===== src/satl_pkg.sv =====
// ----------------------------------------------------------------------------
// satl_pkg
// Shared types and constants of the set-associative tag lookup: port field
// widths, access codes, controller states and the controller/datapath links.
// ----------------------------------------------------------------------------
package satl_pkg;

    localparam int TAG_W     = 28;
    localparam int SET_IDX_W = 6;
    localparam int VICTIM_W  = 3;
    localparam int WAY_OUT_W = 3;
    localparam int CNT_W     = 32;

    localparam logic [CNT_W-1:0] CNT_MAX = {CNT_W{1'b1}};

    localparam logic ACT_READ  = 1'b0;
    localparam logic ACT_WRITE = 1'b1;

    typedef enum logic [1:0] {
        ST_CLEAR,
        ST_IDLE,
        ST_RESOLVE
    } state_t;

    typedef struct packed {
        logic clear_en;
        logic capture;
        logic resolve;
    } cmd_t;

    typedef struct packed {
        logic clear_last;
        logic out_blocked;
    } status_t;

endpackage


===== src/satl_ctrl.sv =====
// ----------------------------------------------------------------------------
// satl_ctrl
// Sequencer of the tag lookup: clears the directory after reset, then takes
// one access, resolves it against the registered set row and hands it on.
// ----------------------------------------------------------------------------
module satl_ctrl
(
    input  logic               clk,
    input  logic               rst_n,
    input  logic               in_valid,
    output logic               in_stall,
    input  satl_pkg::status_t  status,
    output satl_pkg::cmd_t     cmd
);

    satl_pkg::state_t state_reg;
    satl_pkg::state_t state_next;

    always_ff @(posedge clk or negedge rst_n)
    begin
        if (!rst_n)
        begin
            state_reg <= satl_pkg::ST_CLEAR;
        end
        else
        begin
            state_reg <= state_next;
        end
    end

    always_comb
    begin
        state_next   = state_reg;
        cmd.clear_en = 1'b0;
        cmd.capture  = 1'b0;
        cmd.resolve  = 1'b0;
        in_stall     = 1'b1;
        unique case (state_reg)
            satl_pkg::ST_CLEAR:
            begin
                cmd.clear_en = 1'b1;
                if (status.clear_last)
                begin
                    state_next = satl_pkg::ST_IDLE;
                end
            end
            satl_pkg::ST_IDLE:
            begin
                in_stall = 1'b0;
                if (in_valid)
                begin
                    cmd.capture = 1'b1;
                    state_next  = satl_pkg::ST_RESOLVE;
                end
            end
            satl_pkg::ST_RESOLVE:
            begin
                // hold until the previous result word has left
                if (!status.out_blocked)
                begin
                    cmd.resolve = 1'b1;
                    state_next  = satl_pkg::ST_IDLE;
                end
            end
            default:
            begin
                state_next = satl_pkg::ST_IDLE;
            end
        endcase
    end

endmodule


===== config.mk =====
export PLATFORM = sky130hd
export DESIGN_NAME = satl_ctrl
export DESIGN_NICKNAME = d
export VERILOG_FILES = /design/src/satl_pkg.sv /design/src/satl_ctrl.sv
export SDC_FILE = /design/constraint.sdc
export NUM_CORES = 1
export LEC_CHECK = 0
export BUFFER_PORTS_ARGS = -buffer_cell sky130_fd_sc_hd__clkbuf_2
export CORE_AREA = 2 2 39 41
export CTS_CLUSTER_SIZE = 12
export DETAILED_ROUTE_END_ITERATION = 16
export DIE_AREA = 0 0 41 43
export PLACE_DENSITY = 0.34
export SLEW_MARGIN = 20
export SYNTH_ARGS = -nofsm -noshare
export SYNTH_HDL_FRONTEND = slang
export SYNTH_SLANG_ARGS = --single-unit

===== constraint.sdc =====
create_clock -name clk -period 1.7 [get_ports clk]
set_input_delay 0.255 -clock clk [delete_from_list [all_inputs] [get_ports clk]]
set_output_delay 0.255 -clock clk [all_outputs]
set_load 0.05 [all_outputs]

==> flow_summary.ini <==
[die]
die_width_um = 41
fp-row-count = 14
die_h_um = 43
start_util_pct = 8.05
core_region_area_um2 = 1380
boundaryPins = 9
die-area_um2 = 1760

[global_routing]
grt_use_total_pct = 5.52
grt_pass1_wl_um = 510
antenna_found_initial = 0
grt_overflow = 0
grt_pass1_vias = 122
grt_max_degree = 8

[clocking]
cts_num_sinks = 2
cts_max_path_buffers = 2
post_cts_buffers = 0
cts.reportedPaths.clkPinSlew_ns = 0.03
htree_levels = 1
cts_tree = built
cts_buffers = 3
clockRootBuffer = clkbuf_4
insertion_delay_ns = 0.23

[yosys]
synthDistinctLibCells = 10
netlist.area_leader.share_pct = 44.9
syn_inst = 11
synth_area_leader_cell = dfrtp_1
synth_xor_area_share_pct = 0
yosys_register_bits = 2
synth-seq-area-share_pct = 44.9
avgSynthCellArea_um2 = 10.1
synth_top_family_by_area = simple AND/OR/NAND/NOR gates
synth.area.top_cells = dfrtp_1 45%, a31o_1 7.9%, and3b_1 7.9%
synth-adder-area-share_pct = 0
synth_simple_gate_area_share_pct = 38.2
muxShareOfSynthArea_pct = 0
synth_area_um2 = 111
synth_nets = 16
synth_compound_area_share_pct = 13.5
ys_warn_count = 0

[min_path]
min_from = status[1]
whs_endpoint = state_reg[0]$_DFFE_PN0P_
min_path_type = input pin to flop
min_delay_path_depth = 3

[power]
p_leak_uw = 0.000105
ir_worst_vdd_mv = 0.463
pwr_density_cell_nw_per_um2 = 2220

[sta]
tightest_slew_ns = 0.282
min_period_ns = 1.46
setup_slack_ns = 0.244
fmax_mhz = 687
skew_ns = 0.00324
rsz0062_at_grt = false
finalMaxSlewViolations = 0
final-setup-viol-count = 0
hold_viol = 0
finalSetupTns_ns = 0
maxSlewHeadroom_pct = 81.3
period_share_pct = 85.7

[job]
cap_violations = 0

[worst_setup_path]
end_kind = output pin
path_class = flop to output pin
arrival_ns = 1.20
start_kind = flop
r2r.worst_path.cells = 2
crit_fanout = 7
reg2reg_to = state_reg[1]$_DFFE_PN0P_
cp.required_ns = 1.44
r2r_setup_slack_ns = 0.77
r2r_start = state_reg[0]$_DFFE_PN0P_

[layout]
nNetsFinal = 30
syn2layout_area_growth_pct = 87.6
diodes = 0
fill_cells = 156
design_area_um2 = 209
instances_no_fill = 39
final_util_pct = 15.1
largest_reg_flops = 2
drive_gt1_share_pct = 56.5

[drt]
drt_wl_total_um = 325
final_antenna_net_count = 0
viasPerCell = 3.23
drc = 0
initialDrtViolationCount = 4
routedWlPerCell_um = 8.33
vias = 126
dr.pass1.iters = 2

[place]
dp.cells = 35
placed_area_um2 = 176
io_buffers = 8
preCtsSetupSlack_ns = 0.481
gp_congestion = 0.609

[run_status]
status = completed
placed cells by master (no fill, tap or decap):
cell type and instances:
a31o_1 1, a31oi_1 1, and3b_1 1, clkbuf_2 8, clkbuf_4 3, dfrtp_1 2
dlygate4sd3_1 1, inv_1 1, nand2b_1 1, nand2b_2 1, nor2_1 1, nor3b_2 1
or2b_1 1
logic make-up (layout without fill, tap and decap cells):
kind of cell | after synthesis | in the layout
buf+inv | 1 | 13
flops | 2 | 2
simple gates | 6 | 6
compound gates | 2 | 2
power by group:
group	leakage [uW]	total [uW]	internal [uW]	switching (uW)
Clock	0.0000138	106	78.0	28.0
Combinational	0.0000676	260	73.5	186
Sequential	0.0000239	98.6	70.2	28.5
Total	0.000105	464	222	243
worst max-delay path by stage:
stage / start / endpoint / cells after the start
2_1_floorplan: state_reg[0]$_DFFE_PN0P_ / cmd[0] / 1
3_3_place_gp: state_reg[1]$_DFFE_PN0P_ / cmd[1] / 2
3_5_place_dp: state_reg[1]$_DFFE_PN0P_ / cmd[1] / 2
4_1_cts: state_reg[1]$_DFFE_PN0P_ / cmd[1] / 2
5_1_grt: state_reg[1]$_DFFE_PN0P_ / cmd[1] / 2
6_report: state_reg[1]$_DFFE_PN0P_ / cmd[1] / 2
cells in the mapped netlist:
master    number
nand2b_2       1
a31oi_1        1
and3b_1        1
nor2_1         1
a31o_1         1
or2b_1         1
nand2b_1       1
nor3b_1        1
dfrtp_1        2
inv_1          1
per-stage QoR:
step / hold slack [ns] / total power, uW
global placement: 0.0458 / 360
CTS: 0.295 / 475
global route: 0.308 / 502
detailed placement: 0.0467 / 361
floorplan: -0.0406 / 303
finish: 0.297 / 464
cell type report:
| cell class | count | area [um^2] | share of cell area (%) |
|---|---|---|---|
| Inverter | 1 | 3.75 | 1.80 |
| Sequential cell | 2 | 50.0 | 24.0 |
| Multi-Input combinational cell | 8 | 62.6 | 29.9 |
| Timing Repair Buffer | 9 | 50.0 | 24.0 |
| Clock buffer | 3 | 22.5 | 10.8 |
| Tap cell | 16 | 20.0 | 9.58 |
what timing repair did:
| item | CTS | global route |
|---|---|---|
| hold endpoints to repair | 2 | 0 |
| gates resized for setup | 0 | 0 |
| hold buffers | 1 | 0 |
routing by layer:
layer / vias to the layer above / GRT usage [%] / part of all wire (%)
met5: - / 0 / 0
met2: 10 / 4.38 / 31
li1: 62 / - / -
met1: 54 / 4.50 / 42
met4: 0 / 6.00 / 0
met3: 0 / 9.42 / 27
worst max-delay path: stages, from the launching register on:
cell      delay, ns
dfrtp_1        0.41
and3b_1        0.27
clkbuf_2       0.29
Power figures use the tool's default switching activity.
